--- config.mk ---
export PLATFORM = sky130hd
export DESIGN_NAME = window_peak_to_peak_meter_top
export DESIGN_NICKNAME = d
export VERILOG_FILES = /design/src/rtl/wppm_pkg.sv /design/src/rtl/wppm_ram.sv /design/src/rtl/wppm_front.sv /design/src/rtl/wppm_cmd_fifo.sv /design/src/rtl/wppm_back.sv /design/src/rtl/window_peak_to_peak_meter_top.sv
export VERILOG_INCLUDE_DIRS = /design/src /design/src/rtl
export SDC_FILE = /design/constraint.sdc
export NUM_CORES = 1
export LEC_CHECK = 0
export BUFFER_PORTS_ARGS = -buffer_cell sky130_fd_sc_hd__buf_2
export CAP_MARGIN = 20
export CORE_ASPECT_RATIO = 0.75
export CORE_UTILIZATION = 30
export DETAILED_ROUTE_END_ITERATION = 8
export HOLD_SLACK_MARGIN = 0.12
export PLACE_DENSITY = 0.49
export SLEW_MARGIN = 20
export SYNTH_ARGS = -nofsm -noshare
export SYNTH_HDL_FRONTEND = slang
export SYNTH_SLANG_ARGS = --single-unit
--- constraint.sdc ---
create_clock -name clk -period 7.4 [get_ports clk]
set_input_delay 0.37 -clock clk [delete_from_list [all_inputs] [get_ports clk]]
set_output_delay 0.37 -clock clk [all_outputs]
set_load 0.005 [all_outputs]
--- src/rtl/window_peak_to_peak_meter_top_defines.svh ---
// Assertion macros used by the back end of the window peak-to-peak meter RTL.
`ifndef WINDOW_PEAK_TO_PEAK_METER_TOP_DEFINES_SVH
`define WINDOW_PEAK_TO_PEAK_METER_TOP_DEFINES_SVH

// Same-cycle implication, disabled while reset is asserted.
`define WPPM_ASSERT_IMP(label, clk, rst_n, ante, cons) \
    label: assert property (@(posedge clk) disable iff (!rst_n) (ante) |-> (cons)) \
        else $error("implication check failed");

// Next-cycle implication, disabled while reset is asserted.
`define WPPM_ASSERT_NXT(label, clk, rst_n, ante, cons) \
    label: assert property (@(posedge clk) disable iff (!rst_n) (ante) |=> (cons)) \
        else $error("next-cycle check failed");

`endif

--- src/rtl/wppm_pkg.sv ---
// Shared types and constants of the window peak-to-peak meter.
package wppm_pkg;

    localparam int DEF_DEPTH       = 64;
    localparam int DEF_SAMPLE_BITS = 12;
    localparam int QUEUE_DEPTH     = 4;

    localparam int SAMPLE_W  = 12;
    localparam int SPAN_W    = 12;
    localparam int LEVEL_W   = 8;
    localparam int CFG_W     = 8;
    localparam int CFG_IDX_W = 1;

    localparam logic [CFG_IDX_W-1:0] CFG_OUT_LOW  = 1'b0;
    localparam logic [CFG_IDX_W-1:0] CFG_OUT_HIGH = 1'b1;

    localparam logic [CFG_W-1:0] OUT_LOW_RST  = 8'd30;
    localparam logic [CFG_W-1:0] OUT_HIGH_RST = 8'd100;

    localparam logic ACT_STORE = 1'b0;
    localparam logic ACT_READ  = 1'b1;

    localparam int CMD_KIND_W = 2;

    typedef enum logic [CMD_KIND_W-1:0] {
        CMD_STORE = 2'd0,
        CMD_EMPTY = 2'd1,
        CMD_SCAN  = 2'd2
    } cmd_kind_t;

    typedef struct packed {
        logic                action;
        logic [SAMPLE_W-1:0] sample;
    } req_t;

    typedef struct packed {
        logic [LEVEL_W-1:0] level;
        logic [SPAN_W-1:0]  span;
        logic               ready_res;
    } res_t;

endpackage

--- src/rtl/wppm_ram.sv ---
// Generic single-write, single-read RAM with registered read data.
module wppm_ram #(
    parameter int WIDTH = 12,
    parameter int DEPTH = 64
) (
    input  logic                     clk,
    input  logic                     we,
    input  logic [$clog2(DEPTH)-1:0] waddr,
    input  logic [WIDTH-1:0]         wdata,
    input  logic [$clog2(DEPTH)-1:0] raddr,
    output logic [WIDTH-1:0]         rdata
);

    logic [WIDTH-1:0] mem [DEPTH];

    always_ff @(posedge clk)
    begin
        if (we)
        begin
            mem[waddr] <= wdata;
        end
        rdata <= mem[raddr];
    end

endmodule

--- src/rtl/wppm_front.sv ---
// Front end: accepts requests, tracks the write index and fill flag, issues commands.
module wppm_front import wppm_pkg::*; #(
    parameter int DEPTH       = DEF_DEPTH,
    parameter int SAMPLE_BITS = DEF_SAMPLE_BITS
) (
    input  logic                     clk,
    input  logic                     rst_n,
    input  logic                     req_valid,
    output logic                     req_stall,
    input  req_t                     req,
    input  logic                     q_full,
    output logic                     cmd_push,
    output cmd_kind_t                cmd_kind,
    output logic [$clog2(DEPTH)-1:0] cmd_addr,
    output logic [SAMPLE_BITS-1:0]   cmd_sample
);

    localparam int AW    = $clog2(DEPTH);
    localparam int EXT_W = SAMPLE_BITS + SAMPLE_W;

    logic [AW-1:0]    wr_idx_reg, wr_idx_next;
    logic             full_reg, full_next;
    logic             accept;
    logic             wrap;
    logic [EXT_W-1:0] sample_ext;

    assign req_stall  = q_full;
    assign accept     = req_valid && !q_full;
    assign cmd_push   = accept;
    // Samples are cut or zero-extended to the stored width.
    assign sample_ext = EXT_W'(req.sample);
    assign wrap       = (wr_idx_reg == AW'(DEPTH - 1));

    always_comb
    begin
        wr_idx_next = wr_idx_reg;
        full_next   = full_reg;
        cmd_kind    = CMD_STORE;
        cmd_addr    = wr_idx_reg;
        cmd_sample  = sample_ext[SAMPLE_BITS-1:0];
        if (req.action == ACT_READ)
        begin
            cmd_kind = full_reg ? CMD_SCAN : CMD_EMPTY;
        end
        else if (accept)
        begin
            wr_idx_next = wrap ? '0 : wr_idx_reg + AW'(1);
            if (wrap)
            begin
                full_next = 1'b1;
            end
        end
    end

    always_ff @(posedge clk or negedge rst_n)
    begin
        if (!rst_n)
        begin
            wr_idx_reg <= '0;
            full_reg   <= 1'b0;
        end
        else
        begin
            wr_idx_reg <= wr_idx_next;
            full_reg   <= full_next;
        end
    end

endmodule

--- src/rtl/wppm_cmd_fifo.sv ---
// Short command queue between the front end and the back end.
module wppm_cmd_fifo #(
    parameter int WIDTH = 20,
    parameter int DEPTH = 4
) (
    input  logic             clk,
    input  logic             rst_n,
    input  logic             push,
    input  logic [WIDTH-1:0] din,
    output logic             full,
    input  logic             pop,
    output logic [WIDTH-1:0] head,
    output logic             empty
);

    localparam int PW    = $clog2(DEPTH);
    localparam int CNT_W = $clog2(DEPTH + 1);

    logic [WIDTH-1:0] mem [DEPTH];
    logic [PW-1:0]    wr_ptr_reg, wr_ptr_next;
    logic [PW-1:0]    rd_ptr_reg, rd_ptr_next;
    logic [CNT_W-1:0] count_reg, count_next;
    logic             do_push, do_pop;

    assign full    = (count_reg == CNT_W'(DEPTH));
    assign empty   = (count_reg == '0);
    assign do_push = push && !full;
    assign do_pop  = pop && !empty;
    assign head    = mem[rd_ptr_reg];

    always_comb
    begin
        wr_ptr_next = wr_ptr_reg;
        rd_ptr_next = rd_ptr_reg;
        count_next  = count_reg;
        if (do_push)
        begin
            wr_ptr_next = (wr_ptr_reg == PW'(DEPTH - 1)) ? '0 : wr_ptr_reg + PW'(1);
        end
        if (do_pop)
        begin
            rd_ptr_next = (rd_ptr_reg == PW'(DEPTH - 1)) ? '0 : rd_ptr_reg + PW'(1);
        end
        if (do_push && !do_pop)
        begin
            count_next = count_reg + CNT_W'(1);
        end
        else if (do_pop && !do_push)
        begin
            count_next = count_reg - CNT_W'(1);
        end
    end

    always_ff @(posedge clk or negedge rst_n)
    begin
        if (!rst_n)
        begin
            wr_ptr_reg <= '0;
            rd_ptr_reg <= '0;
            count_reg  <= '0;
        end
        else
        begin
            wr_ptr_reg <= wr_ptr_next;
            rd_ptr_reg <= rd_ptr_next;
            count_reg  <= count_next;
        end
    end

    always_ff @(posedge clk)
    begin
        if (do_push)
        begin
            mem[wr_ptr_reg] <= din;
        end
    end

endmodule

--- src/rtl/wppm_back.sv ---
// Back end: executes stores, scans the ring for min and max, maps the span to a level.
`include "window_peak_to_peak_meter_top_defines.svh"

module wppm_back import wppm_pkg::*; #(
    parameter int DEPTH       = DEF_DEPTH,
    parameter int SAMPLE_BITS = DEF_SAMPLE_BITS
) (
    input  logic                                            clk,
    input  logic                                            rst_n,
    input  logic                                            q_empty,
    input  logic [CMD_KIND_W+$clog2(DEPTH)+SAMPLE_BITS-1:0] q_head,
    output logic                                            q_pop,
    input  logic [CFG_W-1:0]                                out_low,
    input  logic [CFG_W-1:0]                                out_high,
    output logic                                            ram_we,
    output logic [$clog2(DEPTH)-1:0]                        ram_waddr,
    output logic [SAMPLE_BITS-1:0]                          ram_wdata,
    output logic [$clog2(DEPTH)-1:0]                        ram_raddr,
    input  logic [SAMPLE_BITS-1:0]                          ram_rdata,
    output logic                                            res_valid,
    input  logic                                            res_stall,
    output res_t                                            res
);

    localparam int AW     = $clog2(DEPTH);
    localparam int CW     = CMD_KIND_W + AW + SAMPLE_BITS;
    localparam int PROD_W = SAMPLE_BITS + CFG_W;
    localparam int EXT_W  = SAMPLE_BITS + SPAN_W;

    typedef enum logic [5:0] {
        ST_IDLE  = 6'b000001,
        ST_SCAN  = 6'b000010,
        ST_DRAIN = 6'b000100,
        ST_SPAN  = 6'b001000,
        ST_MULT  = 6'b010000,
        ST_DIV   = 6'b100000
    } state_t;

    state_t                 state_reg, state_next;
    logic [AW-1:0]          scan_cnt_reg, scan_cnt_next;
    logic                   rd_vld_reg;
    logic [SAMPLE_BITS-1:0] lo_reg, lo_next;
    logic [SAMPLE_BITS-1:0] hi_reg, hi_next;
    logic [SAMPLE_BITS-1:0] span_reg, span_next;
    logic [PROD_W-1:0]      prod_reg, prod_next;
    logic                   res_valid_reg, res_valid_next;
    res_t                   res_reg, res_next;

    cmd_kind_t              head_kind;
    logic [AW-1:0]          head_addr;
    logic [SAMPLE_BITS-1:0] head_sample;
    logic                   res_free;
    logic                   res_load;
    logic                   scan_last;
    logic                   start_scan;
    logic [CFG_W-1:0]       diff;
    logic [PROD_W:0]        quot_sum;
    logic [LEVEL_W-1:0]     quot;
    logic [EXT_W-1:0]       span_ext;

    assign head_kind   = cmd_kind_t'(q_head[CW-1 -: CMD_KIND_W]);
    assign head_addr   = q_head[SAMPLE_BITS +: AW];
    assign head_sample = q_head[SAMPLE_BITS-1:0];

    assign res_free   = !res_valid_reg || !res_stall;
    assign q_pop      = (state_reg == ST_IDLE) && !q_empty
                        && ((head_kind == CMD_STORE) || res_free);
    assign start_scan = q_pop && (head_kind == CMD_SCAN);
    assign scan_last  = (scan_cnt_reg == AW'(DEPTH - 1));

    assign ram_we    = q_pop && (head_kind == CMD_STORE);
    assign ram_waddr = head_addr;
    assign ram_wdata = head_sample;
    assign ram_raddr = scan_cnt_reg;

    // An inverted range maps every span to the low end.
    assign diff = (out_high < out_low) ? '0 : out_high - out_low;

    // Division by the full scale 2^N - 1: exact for products below 2^(2N) - 1.
    assign quot_sum = (PROD_W + 1)'(prod_reg) + (PROD_W + 1)'(prod_reg >> SAMPLE_BITS)
                      + (PROD_W + 1)'(1);
    assign quot     = quot_sum[SAMPLE_BITS +: LEVEL_W];
    assign span_ext = EXT_W'(span_reg);

    always_comb
    begin
        state_next = state_reg;
        unique case (state_reg)
            ST_IDLE:
            begin
                if (start_scan)
                begin
                    state_next = ST_SCAN;
                end
            end
            ST_SCAN:
            begin
                if (scan_last)
                begin
                    state_next = ST_DRAIN;
                end
            end
            ST_DRAIN: state_next = ST_SPAN;
            ST_SPAN:  state_next = ST_MULT;
            ST_MULT:  state_next = ST_DIV;
            ST_DIV:   state_next = ST_IDLE;
            default:  state_next = ST_IDLE;
        endcase
    end

    always_comb
    begin
        scan_cnt_next = scan_cnt_reg;
        if (start_scan)
        begin
            scan_cnt_next = '0;
        end
        else if (state_reg == ST_SCAN)
        begin
            scan_cnt_next = scan_last ? '0 : scan_cnt_reg + AW'(1);
        end
    end

    always_comb
    begin
        lo_next   = lo_reg;
        hi_next   = hi_reg;
        span_next = span_reg;
        prod_next = prod_reg;
        if (start_scan)
        begin
            lo_next = '1;
            hi_next = '0;
        end
        else if (rd_vld_reg)
        begin
            if (ram_rdata < lo_reg)
            begin
                lo_next = ram_rdata;
            end
            if (ram_rdata > hi_reg)
            begin
                hi_next = ram_rdata;
            end
        end
        if (state_reg == ST_SPAN)
        begin
            span_next = hi_reg - lo_reg;
        end
        if (state_reg == ST_MULT)
        begin
            prod_next = PROD_W'(span_reg) * PROD_W'(diff);
        end
    end

    always_comb
    begin
        res_load       = 1'b0;
        res_next       = res_reg;
        res_valid_next = res_valid_reg && res_stall;
        if (q_pop && (head_kind == CMD_EMPTY))
        begin
            res_load           = 1'b1;
            res_next.level     = '0;
            res_next.span      = '0;
            res_next.ready_res = 1'b0;
        end
        else if (state_reg == ST_DIV)
        begin
            res_load           = 1'b1;
            res_next.level     = out_low + quot;
            res_next.span      = span_ext[SPAN_W-1:0];
            res_next.ready_res = 1'b1;
        end
        if (res_load)
        begin
            res_valid_next = 1'b1;
        end
    end

    always_ff @(posedge clk or negedge rst_n)
    begin
        if (!rst_n)
        begin
            state_reg     <= ST_IDLE;
            scan_cnt_reg  <= '0;
            rd_vld_reg    <= 1'b0;
            res_valid_reg <= 1'b0;
        end
        else
        begin
            state_reg     <= state_next;
            scan_cnt_reg  <= scan_cnt_next;
            rd_vld_reg    <= (state_reg == ST_SCAN);
            res_valid_reg <= res_valid_next;
        end
    end

    always_ff @(posedge clk)
    begin
        lo_reg   <= lo_next;
        hi_reg   <= hi_next;
        span_reg <= span_next;
        prod_reg <= prod_next;
        res_reg  <= res_next;
    end

    assign res_valid = res_valid_reg;
    assign res       = res_reg;

    `WPPM_ASSERT_IMP(a_load_into_free_slot, clk, rst_n, res_load, (!res_valid_reg || !res_stall))
    `WPPM_ASSERT_IMP(a_write_only_idle, clk, rst_n, ram_we, (state_reg == ST_IDLE))
    `WPPM_ASSERT_IMP(a_read_data_in_scan, clk, rst_n, rd_vld_reg, (state_reg == ST_SCAN || state_reg == ST_DRAIN))
    `WPPM_ASSERT_NXT(a_scan_follows_pop, clk, rst_n, start_scan, (state_reg == ST_SCAN && scan_cnt_reg == '0))

endmodule

--- src/rtl/window_peak_to_peak_meter_top.sv ---
// Top level of the sliding-window peak-to-peak meter.
// A store is queued on acceptance and written into the ring when the back end pops it.
// A read before the first fill is answered with zeros; a read of a full ring passes the pop,
// a sweep of DEPTH addresses, the last RAM read, then span, multiply and divide. Throughput:
// one store per cycle while the queue has room; during a scan up to four requests queue and
// then the input stalls. Reset clears control state and loads out_low 30, out_high 100.
module window_peak_to_peak_meter_top import wppm_pkg::*; #(
    parameter int DEPTH       = DEF_DEPTH,
    parameter int SAMPLE_BITS = DEF_SAMPLE_BITS
) (
    input  logic                 clk,
    input  logic                 rst_n,
    // Request channel.
    input  logic                 req_valid,
    output logic                 req_stall,
    input  req_t                 req,
    // Result channel.
    output logic                 res_valid,
    input  logic                 res_stall,
    output res_t                 res,
    // Configuration write port.
    input  logic                 cfg_we,
    input  logic [CFG_IDX_W-1:0] cfg_idx,
    input  logic [CFG_W-1:0]     cfg_wdata
);

    localparam int AW = $clog2(DEPTH);
    localparam int CW = CMD_KIND_W + AW + SAMPLE_BITS;

    // Level mapping registers. Users must change them only while the meter is idle; unchecked.
    logic [CFG_W-1:0] out_low_reg, out_low_next;
    logic [CFG_W-1:0] out_high_reg, out_high_next;

    // Command path from the front end into the queue and out to the back end.
    logic                   cmd_push;
    cmd_kind_t              cmd_kind;
    logic [AW-1:0]          cmd_addr;
    logic [SAMPLE_BITS-1:0] cmd_sample;
    logic [CW-1:0]          q_din;
    logic [CW-1:0]          q_head;
    logic                   q_full;
    logic                   q_empty;
    logic                   q_pop;

    // Sample ring ports.
    logic                   ram_we;
    logic [AW-1:0]          ram_waddr;
    logic [SAMPLE_BITS-1:0] ram_wdata;
    logic [AW-1:0]          ram_raddr;
    logic [SAMPLE_BITS-1:0] ram_rdata;

    always_comb
    begin
        out_low_next  = out_low_reg;
        out_high_next = out_high_reg;
        if (cfg_we)
        begin
            unique case (cfg_idx)
                CFG_OUT_LOW:  out_low_next  = cfg_wdata;
                CFG_OUT_HIGH: out_high_next = cfg_wdata;
                default:      out_low_next  = out_low_reg;
            endcase
        end
    end

    always_ff @(posedge clk or negedge rst_n)
    begin
        if (!rst_n)
        begin
            out_low_reg  <= OUT_LOW_RST;
            out_high_reg <= OUT_HIGH_RST;
        end
        else
        begin
            out_low_reg  <= out_low_next;
            out_high_reg <= out_high_next;
        end
    end

    // The front end classifies each request. It owns the write index and the
    // sticky full flag, so a read already knows whether a scan is needed.
    wppm_front #(
        .DEPTH       (DEPTH),
        .SAMPLE_BITS (SAMPLE_BITS)
    ) u_front (
        .clk        (clk),
        .rst_n      (rst_n),
        .req_valid  (req_valid),
        .req_stall  (req_stall),
        .req        (req),
        .q_full     (q_full),
        .cmd_push   (cmd_push),
        .cmd_kind   (cmd_kind),
        .cmd_addr   (cmd_addr),
        .cmd_sample (cmd_sample)
    );

    assign q_din = {cmd_kind, cmd_addr, cmd_sample};

    // The queue lets stores keep arriving while a scan is in progress.
    wppm_cmd_fifo #(
        .WIDTH (CW),
        .DEPTH (QUEUE_DEPTH)
    ) u_cmd_fifo (
        .clk   (clk),
        .rst_n (rst_n),
        .push  (cmd_push),
        .din   (q_din),
        .full  (q_full),
        .pop   (q_pop),
        .head  (q_head),
        .empty (q_empty)
    );

    // The back end executes commands in order against the sample ring and
    // holds the result in its output register until it is taken.
    wppm_back #(
        .DEPTH       (DEPTH),
        .SAMPLE_BITS (SAMPLE_BITS)
    ) u_back (
        .clk       (clk),
        .rst_n     (rst_n),
        .q_empty   (q_empty),
        .q_head    (q_head),
        .q_pop     (q_pop),
        .out_low   (out_low_reg),
        .out_high  (out_high_reg),
        .ram_we    (ram_we),
        .ram_waddr (ram_waddr),
        .ram_wdata (ram_wdata),
        .ram_raddr (ram_raddr),
        .ram_rdata (ram_rdata),
        .res_valid (res_valid),
        .res_stall (res_stall),
        .res       (res)
    );

    wppm_ram #(
        .WIDTH (SAMPLE_BITS),
        .DEPTH (DEPTH)
    ) u_ring (
        .clk   (clk),
        .we    (ram_we),
        .waddr (ram_waddr),
        .wdata (ram_wdata),
        .raddr (ram_raddr),
        .rdata (ram_rdata)
    );

endmodule

Word level (Yosys, flattened, before mapping)
Memories as Yosys holds them, arrays and structs flattened. A register that Yosys moved wholly into a read port is not among the register bits.
Index checks and enable logic that the tools add are counted.

cells by class
  add/subtract/negate cells = 11
  multipliers = 1
  magnitude comparators = 3
  equality and inequality tests = 15
  mux-type cells = 21
  bitwise gates (word level) = 2
  reduce and logical (&&, ||, !) cells = 30

operators by type and width
  operator                                        number
  two-way mux 6 bit                               6
  case mux 6 bit (5 select lines)                 1
  adder 20 x 1 -> 20 bit (second input constant)  1
  adder 20 x 8 -> 20 bit                          1
  multiplier 12 x 8 -> 20 bit                     1
  == test 6 bit (second input constant)           3
  adder 6 x 1 -> 6 bit (second input constant)    2
  greater-than comparator 12 bit                  1
  < comparator 12 bit                             1
  AND reduction 2 bit                             6
  subtractor 12 bit                               1
  logical AND 1 bit                               11
  adder 8 bit                                     1
  < comparator 8 bit                              1
  two-way mux 2 bit                               4
  two-way mux 8 bit                               1
  subtractor 8 bit                                1
  two-way mux 1 bit                               7
  == test 2 bit (second input constant)           3
  == test 6 x 1 -> 1 bit (second input constant)  1
  == test 6 x 2 -> 1 bit (second input constant)  1
  == test 6 x 3 -> 1 bit (second input constant)  1
  == test 6 x 4 -> 1 bit (second input constant)  1
  == test 6 x 5 -> 1 bit (second input constant)  1
  14 further kinds                                25

storage, ports and cells
  register bits = 121
  RAM bits = 848
  input bits = 27
  output and inout bits = 23
  logic and storage cells = 103
  memories kept = 2

memories
  name            words  width  read ports  clocked after memory_dff  wr ports  line                 text
  u_ring.mem      64     12     1           1                         1         wppm_ram.sv:14       logic [WIDTH-1:0] mem [DEPTH];
  u_cmd_fifo.mem  4      20     1           0                         1         wppm_cmd_fifo.sv:19  logic [WIDTH-1:0] mem [DEPTH];

Logic depth before layout (Yosys ltp)
  depth in word-level cells = 8
  gate-level depth with buffers = 27
  gate-level depth less buffers = 26

By module
Synthesis repeated with hierarchy kept, for this count alone.

second synthesis, totals
  cell total of the unflattened synthesis = 2524
  area, all modules = 42946.2 µm²

by module, submodules not included
  module                         times used  cells each  area each (µm²)  seq. area each (µm²)
  wppm_ram                       1           1339        29851.1          23302.3
  wppm_back                      1           961         8642.0           2213.4
  wppm_cmd_fifo                  1           141         3340.7           2577.5
  window_peak_to_peak_meter_top  1           35          650.6            409.1
  wppm_front                     1           48          461.7            175.2

Worst setup path before layout
Ideal clock, no wire load.

  kind = flip-flop to flip-flop
  start = register out_low_reg[0]
  end = register u_back.prod_reg[18], data pin
  data arrival time = 6.166 ns
  data required time = 7.142 ns
  slack = 0.976 ns
  stages on the path, launching flop included = 25
  path buffers = 1
  period minus slack after synthesis = 6.424 ns
  cells stage by stage = dfrtp_1 ha_1 fa_1 nor2b_1 o21ai_0 a21boi_0 o21a_1 o211ai_1 a211oi_1 clkbuf_1 and2_1 fa_1 fa_1 fa_1 inv_1 fa_1 inv_1 ha_1 and3_1 and3_1 a211oi_1 a21bo_2 a221o_1 a21oi_1 xnor2_1

between the ends
  word-level cells in the longest chain between the ends = 3
  elaborated cells between the ends (all ways) = 4
  classes of those cells = add/sub: 1; mul: 1; order compare: 1; mux: 1

ends and longest elaborated chain
  element                                                        line                                 text
  start, declared                                                window_peak_to_peak_meter_top.sv:31  logic [CFG_W-1:0] out_low_reg, out_low_next;
  start signal, assigned                                         window_peak_to_peak_meter_top.sv:75  out_low_reg <= out_low_next;
  subtractor 8 bit / < comparator 8 bit (equally long branches)  wppm_back.sv:77                      assign diff = (out_high < out_low) ? '0 : out_high - out_low;
  two-way mux 8 bit (*)                                          wppm_back.sv:77
  multiplier 12 x 8 -> 20 bit (*)                                wppm_back.sv:152                     prod_next = PROD_W'(span_reg) * PROD_W'(diff);
  end signal, assigned                                           wppm_back.sv:204                     prod_reg <= prod_next;
  end, declared                                                  wppm_back.sv:45                      logic [PROD_W-1:0] prod_reg, prod_next;

Mark *: on every way between the ends. The rest lies on a longest branch, timed or not.
A chain may end at the register's enable or synchronous reset.

Worst setup path in the final report
  start = register out_low_reg[1]
  end = register u_back.prod_reg[18], data pin

The elaborated chain is that of the path after synthesis.

==> reports/metrics.cfg <==
[run_status]
status = finished, final reports clean

[grt]
grt_pass1_wl_um = 151700
antenna_found_initial = 8
grt_pass1_vias = 22190
grt_max_degree = 138
grt_overflow = 0
track_usage_pct = 14.52

[floorplan]
die_w_um = 434.6
start_util_pct = 30.37
rows = 118
core_um2 = 138600
ios = 50
chipHeight_um = 326.4
fp.dieArea_um2 = 141900

[cts]
clk_pin_slew_ps = 60
cts_tree = done
clock_path_buffers = 3
cts_max_level = 3
clock-sinks = 981
numCtsBuffers = 98
clk_latency_ps = 720
root_buffer = clkbuf_16

[timing]
hold_viol_final = 0
min_period_ps = 6931
maxSlewHeadroom_pct = 15.73
skew_ps = 66.92
tns_ps = 0
fmax_mhz = 144.3
fin_crit_sh_pct = 93.67
holdWs_ps = 196.7
maxSlewViolCount = 0
grt_setup_unrepaired = false
tightest_slew_ps = 1264
setup_viol = 0

[synthesis]
synth_nets = 2498
avgSynthCellArea_um2 = 18.29
ys_types = 58
async_flop_share_pct = 4.485
ys_seq_elements = 981
ys.warnings.count = 0
synth-edff-count = 880
synthCells = 2302
syn-cell-area_um2 = 42100
yosysSeqAreaShare_pct = 68.11
synth_top_flop_cell = edfxtp_1

[routing]
wl_per_cell_um = 23.15
drt_iter0_drc = 1648
drt-pass1-iter-count = 7
ant_nets = 0
drc = 0
vias = 21330
wl_um = 101900
viasPerCell = 4.848

[worst_setup_path]
required_ps = 7830
slowest_stage = dfstp_2
critPathMaxStageDelay_ps = 580
end_kind = register
crit_fanout = 12
worstPathArrival_ps = 7360
critical_path.most_common_cell = inv_1
critical_path.startpoint_type = register
crit_type = register to register

[power]
combPwrFrac_pct = 31.6
powerDensity_nw_per_um2 = 386.1
ir_drop_mv = 0.2032
p_clk_share_pct = 27.2
p_int_mw = 12.51
seq_power_share_pct = 41.2
p_leak_nw = 16.26
sw_frac_of_total_pct = 33.22
switching_power_mw = 6.224

[placement]
place.gp.congestion = 0.7817
portBuffers = 49
place.detailed.hpwl_um = 62660

[layout]
nets = 2652
syn2layout_area_growth_pct = 15.27
seq_area_um2 = 28690
layout-drive-gt1-share_pct = 23.94
fill_cells = 12950
multiInputGateArea_um2 = 12640
largest_register_ffs = 768

[hold_path]
min_path_type = input pin to register

[job]
maxCapViolations = 0

[routing by layer]
metal / global-route usage [%] / wire length (µm) / vias to the layer above
li1: - / - / 9305
met1: 21.63 / 48420 / 11360
met2: 21.60 / 45800 / 541
met3: 3.038 / 5739 / 132
met4: 3.391 / 1914 / 0
met5: 0 / 0 / -
[metrics by stage]
stage | cell area, µm² | setup slack (ps) | power [mW] | std cells | util, %
floorplan | 42100 | 976.3 | 11.51 | 2302 | -
global placement | 44820 | 329.6 | 13.65 | 4190 | 32.33
detailed placement | 44890 | 50.99 | 13.84 | 4190 | 32.38
CTS | 48470 | 41.18 | 18.99 | 4399 | 34.96
global route | 48530 | 36.81 | 19.72 | 4400 | 35.01
finish | 48530 | 468.5 | 18.74 | 4401 | 35.01
[worst max-delay path: cells and delay by family (launching register included)]
family,cells,cell delay (ps)
AOI/OAI and AO/OA,7,1750
xor gates and xnor gates,1,90
adders and majority gates,6,2500
buffers and inverters,5,270
DFF,1,580
muxes,1,360
and+or+nand+nor,5,1110
[cells in the mapped netlist, types with 7 or more instances]
cell type / n / area, µm²
buf_4: 10 / 75.07
fa_1: 64 / 1281
o21a_1: 12 / 90.09
dfrtp_1: 36 / 900.9
buf_1: 18 / 67.56
mux4_2: 272 / 6126
nor2_1: 104 / 390.4
a21oi_1: 56 / 280.3
xnor2_1: 30 / 262.8
and3_1: 12 / 75.07
mux2i_1: 13 / 130.1
nand2b_1: 10 / 62.56
mux2_2: 12 / 135.1
buf_2: 7 / 35.03
dfxtp_1: 57 / 1141
buf_6: 7 / 78.83
nor2b_1: 15 / 93.84
clkbuf_1: 48 / 180.2
o21ai_0: 30 / 150.1
xor2_1: 17 / 148.9
ha_1: 105 / 1314
and2_1: 81 / 506.7
dfstp_2: 8 / 210.2
o31ai_1: 16 / 120.1
edfxtp_1: 880 / 26430
nor3_1: 18 / 90.09
nand2_1: 124 / 465.5
inv_1: 124 / 465.5
nand3_1: 27 / 135.1
a21o_1: 17 / 127.6
[power groups by stage]
stage / combinational [mW] / sequential [mW] / clock, mW
after CTS: 6.03 / 7.72 / 5.23
after detailed placement: 6.00 / 7.84 / 0
final: 5.92 / 7.71 / 5.10
after global routing: 6.51 / 7.77 / 5.44
after global placement: 5.83 / 7.82 / 0
after floorplan: 3.93 / 7.58 / 0
[repair_timing]
| action | CTS | global route |
|---|---|---|
| setup buffers | 0 | 0 |
| hold endpoints to repair | 116 | 0 |
| endpoints found under the setup margin | 0 | 3 |
| hold buffers | 25 | 0 |
| gates resized for setup | 0 | 4 |
[kinds of logic (layout without fill, tap and decap cells)]
family / Yosys count / after routing / synth area share [%]
buf+inv: 215 / 453 / 2.151
other cells: 0 / 1 / 0
fa+ha+maj: 169 / 169 / 6.163
flops: 981 / 981 / 68.11
mux: 297 / 297 / 15.18
simple gates: 424 / 424 / 4.874
xor+xnor: 47 / 47 / 0.9777
compound gates: 169 / 169 / 2.544
[placed cells by master (no fill, tap or decap), types with 6 or more instances in the layout]
cell           synthesis  layout
nand4_1                6       6
clkinv_1               1      20
nor3_1                18      17
ha_1                 105     105
nor2_2                 0      25
buf_2                  7      48
xnor2_1               30      30
clkbuf_1              48      13
nand2b_1              10      10
nor2b_1               15      15
nand3_1               27      25
fa_1                  64      64
a21oi_1               56      55
inv_1                124     124
dfxtp_1               57      57
bufinv_16              0       8
and3_1                12      12
edfxtp_1             880     880
mux2i_1               13      13
clkbuf_16              0     104
and2_1                81      78
dlygate4sd3_1          0      25
mux2_2                12      12
o21a_1                12      12
or3_1                  6       6
o31ai_1               16      16
nand2_1              124     124
a21o_1                17      17
buf_4                 10      68
clkinv_2               0      23
dfstp_2                8       8
nor2_1               104      79
mux4_2               272     272
o211ai_1               6       6
o21ai_0               30      30
xor2_1                17      17
dfrtp_1               36      31
a211oi_1               6       6
[layout make-up]
type                    count  share of cell area [%]
clock inverters            62                   1.261
well taps                1860                   4.795
clock buffers             122                   5.605
repair buffers            144                   2.202
flip-flops and latches    981                   59.12
inverters                 125                  0.9667
multi-input cells        1106                   26.05
diodes                      1                0.005156
[path summary, 6_finish.rpt]
check | from | endpoint | slack (ps) | cells after the start
setup / recovery | out_low_reg[1] | u_back.prod_reg[18] | 470 | 25
hold reg to reg | u_back.res[17] | u_back.res[17] | 450 | 2
setup reg to reg | out_low_reg[1] | u_back.prod_reg[18] | 470 | 25
hold / removal | cfg_idx | out_low_reg[1] | 200 | 4
max in group asynchronous | rst_n | u_back.ram_raddr[2] | 6650 | 2
min in group asynchronous | rst_n | u_front.cmd_addr[4] | 240 | 2
Note: power is estimated with default switching activity, not from simulation.
